<file path="src/hdl/slmd_pkg.sv">
// ----------------------------------------------------------------------------
// slmd_pkg
// Shared types and constants for the sync/length message deframer.
// ----------------------------------------------------------------------------
package slmd_pkg;

    // configuration register indexes
    localparam logic [2:0] REG_SYNC_FIRST     = 3'd0;
    localparam logic [2:0] REG_SYNC_SECOND    = 3'd1;
    localparam logic [2:0] REG_SYNC_THIRD     = 3'd2;
    localparam logic [2:0] REG_TRAILER_LEN    = 3'd3;
    localparam logic [2:0] REG_MIN_HEADER_LEN = 3'd4;

    // reset values of the registers
    localparam logic [7:0] SYNC_FIRST_RST     = 8'hAA;
    localparam logic [7:0] SYNC_SECOND_RST    = 8'h44;
    localparam logic [7:0] SYNC_THIRD_RST     = 8'h12;
    localparam logic [3:0] TRAILER_LEN_RST    = 4'd4;
    localparam logic [7:0] MIN_HEADER_LEN_RST = 8'd10;

    // frame byte positions, counted from the first sync byte
    localparam logic [16:0] POS_HLEN   = 17'd3;
    localparam logic [16:0] POS_LEN_LO = 17'd8;
    localparam logic [16:0] POS_LEN_HI = 17'd9;

    // result queue depth and room needed for a sync burst
    localparam int QDEPTH    = 4;
    localparam int QAW       = $clog2(QDEPTH);
    localparam int MAX_BURST = 3;

    typedef struct packed {
        logic [7:0] sync_first;
        logic [7:0] sync_second;
        logic [7:0] sync_third;
        logic [3:0] trailer_len;
        logic [7:0] min_header_len;
    } slmd_cfg_t;

    typedef struct packed {
        logic [7:0] out_byte;
        logic       frame_start;
        logic       frame_last;
        logic       frame_error;
        logic       burst_last;
    } slmd_res_t;

endpackage

</file>
<file path="src/hdl/slmd_core.sv">
// ----------------------------------------------------------------------------
// slmd_core
// Frame state and per-byte decode: sync hunt, length capture, end of frame.
// ----------------------------------------------------------------------------
module slmd_core
    import slmd_pkg::*;
(
    input  logic       aclk,
    input  logic       aresetn,
    input  slmd_cfg_t  cfg,
    input  logic       fire,
    input  logic [7:0] in_byte,
    output logic [1:0] res_n,
    output slmd_res_t  res [MAX_BURST]
);

    logic [15:0] hist_reg, hist_next;
    logic        in_frame_reg, in_frame_next;
    logic [16:0] count_reg, count_next;
    logic [7:0]  hlen_reg, hlen_next;
    logic [15:0] body_reg, body_next;
    logic [16:0] total_reg, total_next;

    logic        match;
    logic [17:0] pos_inc;
    logic        last;

    // sync pattern over history plus the current byte
    assign match = (count_reg >= 17'd2) && (hist_reg[15:8] == cfg.sync_first) &&
                   (hist_reg[7:0] == cfg.sync_second) && (in_byte == cfg.sync_third);

    assign pos_inc = {1'b0, count_reg} + 18'd1;

    // next state and results for one item
    always_comb begin
        hist_next     = hist_reg;
        in_frame_next = in_frame_reg;
        count_next    = count_reg;
        hlen_next     = hlen_reg;
        body_next     = body_reg;
        total_next    = total_reg;
        last          = 1'b0;
        res_n         = 2'd0;
        for (int k = 0; k < MAX_BURST; k++) begin
            res[k] = '0;
        end
        res[0].out_byte = in_byte;

        if (!in_frame_reg) begin
            if (match) begin
                res_n              = 2'd3;
                res[0].out_byte    = hist_reg[15:8];
                res[0].frame_start = 1'b1;
                res[1].out_byte    = hist_reg[7:0];
                res[2].out_byte    = in_byte;
                res[2].burst_last  = 1'b1;
                in_frame_next      = 1'b1;
                count_next         = 17'd3;
                hist_next          = '0;
                hlen_next          = '0;
                body_next          = '0;
                total_next         = '0;
            end else begin
                hist_next = {hist_reg[7:0], in_byte};
                if (count_reg < 17'd2) begin
                    count_next = count_reg + 17'd1;
                end
            end
        end else begin
            res_n             = 2'd1;
            res[0].burst_last = 1'b1;
            if (count_reg == POS_HLEN && in_byte < cfg.min_header_len) begin
                // short header aborts the frame
                hlen_next          = in_byte;
                res[0].frame_last  = 1'b1;
                res[0].frame_error = 1'b1;
                in_frame_next      = 1'b0;
                hist_next          = '0;
                count_next         = '0;
            end else begin
                if (count_reg == POS_HLEN) begin
                    hlen_next = in_byte;
                end
                if (count_reg == POS_LEN_LO) begin
                    body_next = {body_reg[15:8], in_byte};
                end
                if (count_reg == POS_LEN_HI) begin
                    body_next  = {in_byte, body_reg[7:0]};
                    total_next = {9'd0, hlen_reg} + {1'b0, in_byte, body_reg[7:0]} +
                                 {13'd0, cfg.trailer_len};
                end
                last = (count_reg >= POS_LEN_HI) && ({1'b0, total_next} <= pos_inc);
                res[0].frame_last = last;
                if (last) begin
                    in_frame_next = 1'b0;
                    hist_next     = '0;
                    count_next    = '0;
                end else begin
                    count_next = pos_inc[16:0];
                end
            end
        end
    end

    // state registers
    always_ff @(posedge aclk) begin
        if (!aresetn) begin
            hist_reg     <= '0;
            in_frame_reg <= 1'b0;
            count_reg    <= '0;
            hlen_reg     <= '0;
            body_reg     <= '0;
            total_reg    <= '0;
        end else if (fire) begin
            hist_reg     <= hist_next;
            in_frame_reg <= in_frame_next;
            count_reg    <= count_next;
            hlen_reg     <= hlen_next;
            body_reg     <= body_next;
            total_reg    <= total_next;
        end
    end

`ifndef SYNTHESIS
    // a sync burst opens the frame and closes the burst on its third result
    a_burst_shape: assert property (@(posedge aclk) disable iff (!aresetn)
        (fire && res_n == 2'd3) |->
            (res[0].frame_start && !res[0].burst_last && res[2].burst_last))
        else $error("sync burst badly formed");

    // inside a frame every byte gives exactly one result
    a_frame_one: assert property (@(posedge aclk) disable iff (!aresetn)
        (fire && in_frame_reg) |-> (res_n == 2'd1 && res[0].burst_last))
        else $error("in-frame byte did not give one result");

    // an error always closes the frame and returns to hunting
    a_err_hunt: assert property (@(posedge aclk) disable iff (!aresetn)
        (fire && res_n == 2'd1 && res[0].frame_error) |=> (!in_frame_reg && count_reg == '0))
        else $error("aborted frame did not resume hunting");
`endif

endmodule

</file>
<file path="src/hdl/slmd_outq.sv">
// ----------------------------------------------------------------------------
// slmd_outq
// Four-entry result queue; takes up to three results in one cycle.
// ----------------------------------------------------------------------------
module slmd_outq
    import slmd_pkg::*;
(
    input  logic       aclk,
    input  logic       aresetn,
    input  logic [1:0] push_n,
    input  slmd_res_t  push_res [MAX_BURST],
    output logic       room,
    output logic       pop_valid,
    input  logic       pop_ready,
    output slmd_res_t  pop_res
);

    slmd_res_t        mem [QDEPTH];
    logic [QAW-1:0]   wr_ptr_reg, rd_ptr_reg;
    logic [QAW:0]     count_reg, count_next;
    logic             pop;

    assign pop       = pop_valid && pop_ready;
    assign pop_valid = (count_reg != '0);
    assign pop_res   = mem[rd_ptr_reg];
    // room for a full burst before any pop of this cycle
    assign room      = (count_reg <= (QAW+1)'(QDEPTH - MAX_BURST));

    assign count_next = count_reg + {1'b0, push_n} - {{QAW{1'b0}}, pop};

    // entry storage
    always_ff @(posedge aclk) begin
        for (int k = 0; k < MAX_BURST; k++) begin
            if (k < int'(push_n)) begin
                mem[wr_ptr_reg + QAW'(k)] <= push_res[k];
            end
        end
    end

    // pointers and fill count
    always_ff @(posedge aclk) begin
        if (!aresetn) begin
            wr_ptr_reg <= '0;
            rd_ptr_reg <= '0;
            count_reg  <= '0;
        end else begin
            wr_ptr_reg <= wr_ptr_reg + QAW'(push_n);
            if (pop) begin
                rd_ptr_reg <= rd_ptr_reg + QAW'(1);
            end
            count_reg <= count_next;
        end
    end

`ifndef SYNTHESIS
    // the queue never overfills
    a_no_overflow: assert property (@(posedge aclk) disable iff (!aresetn)
        count_reg <= (QAW+1)'(QDEPTH))
        else $error("result queue overflow");

    // results are only pushed when a full burst fits
    a_push_room: assert property (@(posedge aclk) disable iff (!aresetn)
        (push_n != 2'd0) |-> room)
        else $error("push without room");
`endif

endmodule

</file>
<file path="src/hdl/sync_length_message_deframer.sv">
// ----------------------------------------------------------------------------
// sync_length_message_deframer
// Byte stream deframer: sync hunt, header/body length tracking, end marking.
// ----------------------------------------------------------------------------
// Takes one byte per cycle on the s_ channel and returns frame bytes on the
// m_ channel. Bytes are registered on input, decoded once the result queue
// has room, and written to a four-entry result queue, whose registered head
// drives the m_ channel. Hunting bytes give no result; a byte that completes
// the sync pattern gives three results, and each frame byte gives one.
// Input throughput is one byte per cycle while the consumer keeps up; after
// a sync burst the input stalls while the queue drains, since a byte is only
// decoded when the queue has room for three. Configuration writes are always
// accepted (cfg_ready is tied high); indexes beyond the register list are
// ignored.
// ----------------------------------------------------------------------------
module sync_length_message_deframer
    import slmd_pkg::*;
(
    input  logic       aclk,
    input  logic       aresetn,
    // configuration
    input  logic       cfg_valid,
    output logic       cfg_ready,
    input  logic [2:0] cfg_index,
    input  logic [7:0] cfg_data,
    // byte input
    input  logic       s_valid,
    output logic       s_ready,
    input  logic [7:0] s_in_byte,
    // frame output
    output logic       m_valid,
    input  logic       m_ready,
    output logic [7:0] m_out_byte,
    output logic       m_frame_start,
    output logic       m_frame_last,
    output logic       m_frame_error,
    output logic       m_burst_last
);

    slmd_cfg_t  cfg_reg;
    logic       in_valid_reg;
    logic [7:0] in_byte_reg;
    logic       room;
    logic       fire;
    logic [1:0] res_n;
    logic [1:0] push_n;
    slmd_res_t  res [MAX_BURST];
    slmd_res_t  pop_res;

    assign cfg_ready = 1'b1;

    // configuration registers
    always_ff @(posedge aclk) begin
        if (!aresetn) begin
            cfg_reg.sync_first     <= SYNC_FIRST_RST;
            cfg_reg.sync_second    <= SYNC_SECOND_RST;
            cfg_reg.sync_third     <= SYNC_THIRD_RST;
            cfg_reg.trailer_len    <= TRAILER_LEN_RST;
            cfg_reg.min_header_len <= MIN_HEADER_LEN_RST;
        end else if (cfg_valid) begin
            case (cfg_index)
                REG_SYNC_FIRST:     cfg_reg.sync_first     <= cfg_data;
                REG_SYNC_SECOND:    cfg_reg.sync_second    <= cfg_data;
                REG_SYNC_THIRD:     cfg_reg.sync_third     <= cfg_data;
                REG_TRAILER_LEN:    cfg_reg.trailer_len    <= cfg_data[3:0];
                REG_MIN_HEADER_LEN: cfg_reg.min_header_len <= cfg_data;
                default: ;
            endcase
        end
    end

    // input register
    assign fire    = in_valid_reg && room;
    assign s_ready = !in_valid_reg || fire;

    always_ff @(posedge aclk) begin
        if (!aresetn) begin
            in_valid_reg <= 1'b0;
        end else if (s_ready) begin
            in_valid_reg <= s_valid;
        end
    end

    always_ff @(posedge aclk) begin
        if (s_valid && s_ready) begin
            in_byte_reg <= s_in_byte;
        end
    end

    // decode
    slmd_core u_core (
        .aclk    (aclk),
        .aresetn (aresetn),
        .cfg     (cfg_reg),
        .fire    (fire),
        .in_byte (in_byte_reg),
        .res_n   (res_n),
        .res     (res)
    );

    assign push_n = fire ? res_n : 2'd0;

    // result queue
    slmd_outq u_outq (
        .aclk      (aclk),
        .aresetn   (aresetn),
        .push_n    (push_n),
        .push_res  (res),
        .room      (room),
        .pop_valid (m_valid),
        .pop_ready (m_ready),
        .pop_res   (pop_res)
    );

    assign m_out_byte    = pop_res.out_byte;
    assign m_frame_start = pop_res.frame_start;
    assign m_frame_last  = pop_res.frame_last;
    assign m_frame_error = pop_res.frame_error;
    assign m_burst_last  = pop_res.burst_last;

`ifndef SYNTHESIS
    // a held input byte is decoded as soon as the queue has room
    a_input_drain: assert property (@(posedge aclk) disable iff (!aresetn)
        (in_valid_reg && room) |-> fire)
        else $error("input byte not decoded despite room");
`endif

endmodule

</file>
<file path="config.mk">
export PLATFORM = sky130hd
export DESIGN_NAME = sync_length_message_deframer
export DESIGN_NICKNAME = d
export VERILOG_FILES = /design/src/hdl/slmd_pkg.sv /design/src/hdl/slmd_core.sv /design/src/hdl/slmd_outq.sv /design/src/hdl/sync_length_message_deframer.sv
export SDC_FILE = /design/constraint.sdc
export NUM_CORES = 1
export LEC_CHECK = 0
export BUFFER_PORTS_ARGS = -buffer_cell sky130_fd_sc_hd__buf_4
export CORE_ASPECT_RATIO = 2
export CORE_UTILIZATION = 57
export CTS_BUF_LIST = sky130_fd_sc_hd__clkbuf_16
export DETAILED_ROUTE_END_ITERATION = 10
export PLACE_DENSITY = 0.77
export SLEW_MARGIN = 30
export SYNTH_ARGS = -nofsm -noshare
export SYNTH_HDL_FRONTEND = slang
export SYNTH_HIERARCHICAL = 1
export SYNTH_SLANG_ARGS = --single-unit
</file>
<file path="constraint.sdc">
create_clock -name aclk -period 4.4 [get_ports aclk]
set_input_delay 0.44 -clock aclk [delete_from_list [all_inputs] [get_ports aclk]]
set_output_delay 0.44 -clock aclk [all_outputs]
set_load 0.01 [all_outputs]
</file>
==> out/qor.csv <==
stage,metric,value,unit
clock_network,clock_tree_from_tritoncts,done,
power_and_ir_drop,worst_ir_drop_vdd,0.2660,mV
sta,fmaxAchievable,217.2,MHz
global_routing,first_global_vias,7836,
sta,skew,6.498,ps
power_and_ir_drop,power.net_switching,1106,uW
final_layout,drive_gt1_share,19.69,%
synthesis,synth_sequential_area_ratio,39.08,%
sta,fin_crit_sh,104.7,%
floorplanning,fp.dieW,96.09,microns
sta,setup_ws,-205.0,ps
sta,grt_setup_unrepaired,true,
critical_path,cp_capture_type,register,
routing,detailedRoute.firstIterationViolations,438,
placed_design,numPortBuffers,37,
final_layout,num-nets-final,1173,
floorplanning,core_region_area,17270,sq um
synthesis,synthesis.area_per_instance,9.413,sq um
clock_network,clock_sinks,169,
sta,timing.final.max_slew_violations,0,
final_layout,fin_area,11330,sq um
clock_network,clk_transition_reported_paths,70,ps
power_and_ir_drop,pwr_density_cell,345.4,nW/um^2
critical_path,worstSetupPathType,reg -> reg,
routing,ant_nets,0,
placed_design,dpl_cell_area,10450,sq um
floorplanning,die_area,18270,sq um
power_and_ir_drop,switching_share,28.25,%
final_layout,largest_reg_flops,48,
synthesis,synthCells,1072,
routing,firstDrtPassIters,5,
clock_network,clkLatencyLatePin,440,ps
power_and_ir_drop,cell_internal_pwr,2809,uW
critical_path,path_max_fanout,5,
placed_design,preCtsSetupSlack,-272.8,ps
min_path,worst_hold_path_type,in -> reg,
power_and_ir_drop,fin_total_pwr,3915,uW
critical_path,setup.worst_path.start_class,register,
final_layout,antenna-diode-count,0,
power_and_ir_drop,power_leakage,0.004484,uW
power_and_ir_drop,clock_share_of_power,37.3,%
sta,setup-violations-final,16,
sta,rel_slew_slack,34.47,%
synthesis,synth_edf_count,56,
outcome,violations,negative setup slack,
clock_network,tritoncts.num_buffers,17,
synthesis,netlist-cell-type-count,76,
final_layout,final_common_cell,nand2_1,
synthesis,syn-cell-area,10090,sq um
sta,fin_tns_setup,-2645,ps
global_routing,global_route.usage.total,27.94,%
final_layout,synth_to_layout_area_growth,12.32,%
floorplanning,die_height,190.2,microns
sta,final.min_clock_period,4605,ps
global_routing,antenna_found_initial,0,
synthesis,ys_async_sr_fraction,0,%
routing,vias_per_cell,6.079,
routing,postRouteWirelength,25.04,mm
placed_design,dp_hpwl,18.14,mm
placed_design,gpl.final_weighted_congestion,0.9135,
global_routing,grt_max_degree,67,
synthesis,flop_and_latch_count_out_of_synthesis,169,
sta,hold_viol,0,
global_routing,global_route.overflow_total,0,
run,drv_cap,0,
sta,tightestPinTransition,976.4,ps
routing,vias,8036,
floorplanning,design.portCount,39,
clock_network,clk_root_buffer_cell,clkbuf_16,
routing,detail_route.wl_per_cell,18.94,microns
power_and_ir_drop,power.combinational.fraction,17.4,%
floorplanning,number_of_rows_created_at_floorplan,68,
critical_path,critPathArrivalTime,4960,ps
synthesis,ys.warnings.count,6,
routing,drc_errors,0,
power_and_ir_drop,p_seq_share,45.3,%
final_layout,utilization,65.63,%
clock_network,cts_max_path_buffers,2,
global_routing,grt_pass1_wl,38.43,mm
synthesis,synth_top_flop_cell,dfxtp_1,
final_layout,most-common-layout-cells,"180 x nand2_1, 110 x dfxtp_1, 78 x nor2_1",
floorplanning,initial_core_util,58.43,%
outcome,status,finished with violations,
critical_path,timing.critical_path.required,4760,ps
clock_network,htreeDepth,4,
[metrics by stage]
step                      hold slack (ps)  std cells
after floorplan                     428.5       1078
after global placement              435.4       1282
after detailed placement            442.4       1282
after CTS                           162.2       1316
after global routing                162.6       1322
final                               176.3       1322
[cell type report]
class,count,area [sq um]
Multi-Input combinational cell,810,5857
Clock buffer,17,425.4
Fill cell,1355,5937
Sequential cell,169,3948
Clock inverter,15,142.6
Tap cell,210,262.8
Timing Repair Buffer,80,620.6
Inverter,21,78.83
[power groups by stage]
| stage | sequential [uW] | clock [uW] | combinational [uW] |
|---|---|---|---|
| 2_1_floorplan | 1750 | 0 | 507 |
| 4_1_cts | 1780 | 1480 | 665 |
| 5_1_grt | 1790 | 1540 | 751 |
| 3_3_place_gp | 1810 | 0 | 641 |
| 6_report | 1770 | 1460 | 682 |
| 3_5_place_dp | 1810 | 0 | 656 |
[Yosys cell counts (4+ instances only)]
cell | number | area, sq um
o21ai_2 | 7 | 61.31
a22o_1 | 17 | 148.9
buf_4 | 21 | 157.7
o21ai_1 | 4 | 20.02
a31oi_1 | 58 | 362.9
nor2_1 | 79 | 296.5
clkbuf_1 | 17 | 63.81
o21a_1 | 4 | 30.03
ha_1 | 44 | 550.5
mux2_2 | 15 | 168.9
nor2b_1 | 23 | 143.9
nand3b_1 | 5 | 37.54
nor3b_1 | 4 | 30.03
a21oi_1 | 44 | 220.2
a22oi_1 | 9 | 67.56
and3b_1 | 4 | 35.03
nand2_1 | 180 | 675.7
o211ai_1 | 4 | 30.03
nor4_4 | 6 | 127.6
a21o_1 | 4 | 30.03
buf_6 | 9 | 101.4
nand3_1 | 39 | 195.2
xnor2_1 | 16 | 140.1
edfxtp_1 | 56 | 1682
inv_1 | 19 | 71.32
dfxtp_1 | 113 | 2262
mux4_2 | 12 | 270.3
nand2b_1 | 15 | 93.84
o21ai_0 | 13 | 65.06
and3_1 | 8 | 50.05
nor3_1 | 8 | 40.04
mux2i_1 | 37 | 370.4
xor2_1 | 41 | 359.1
nor4_2 | 4 | 50.05
fa_1 | 6 | 120.1
a211oi_1 | 5 | 37.54
nand4_1 | 11 | 68.82
and2_1 | 26 | 162.7
buf_2 | 30 | 150.1
[final timing paths]
check | startpoint | to | slack (ps) | depth (start not counted)
worst max-delay path | cfg_reg[11] | u_core/count_reg[12] | -210 | 21
worst min-delay path | s_in_byte[4] | in_byte_reg[4] | 180 | 1
worst max register to register | cfg_reg[11] | u_core/count_reg[12] | -210 | 21
worst min register to register | u_core/total_reg[7] | u_core/total_reg[7] | 450 | 2
[repair_timing]
action,CTS,global route
setup buffers,2,5
pin swaps,16,21
setup endpoints to repair,35,37
resized for setup,22,32
hold buffers,0,0
hold endpoints to repair,0,0
cloned,0,1
[cell families after synthesis]
group | after synthesis | share of synthesized area, %
flip-flops | 169 | 39.08
AND/OR/NAND/NOR | 444 | 23.26
AO/OA/AOI/OAI | 185 | 12.26
other | 2 | 0.07442
multiplexers | 64 | 8.022
buffers and inverters | 99 | 5.505
XOR/XNOR | 57 | 4.947
adder cells (fa/ha/maj) | 52 | 6.844
[layer usage]
layer	track usage, %	wire length [microns]
met1	26.35	8749
met5	0	0
met3	4.516	842
met4	18.54	1545
met2	52.65	13900
[critical path: stages, from the launching register on]
cell and delay [ps]:
dfxtp_1 330, fa_1 510, ha_2 400, o21ai_4 70, o21ai_2 190, a21boi_2 120
nor3b_1 340, xor2_1 130, mux2_2 320, ha_4 310, nand4_1 120, a21oi_1 150
nor2_1 80, o211ai_1 250, buf_4 180, a21boi_4 60, a21oi_2 160, inv_2 80
nor4_4 310, buf_6 190, a31oi_1 80, a31oi_1 150
(Power assumes the default switching activity.)
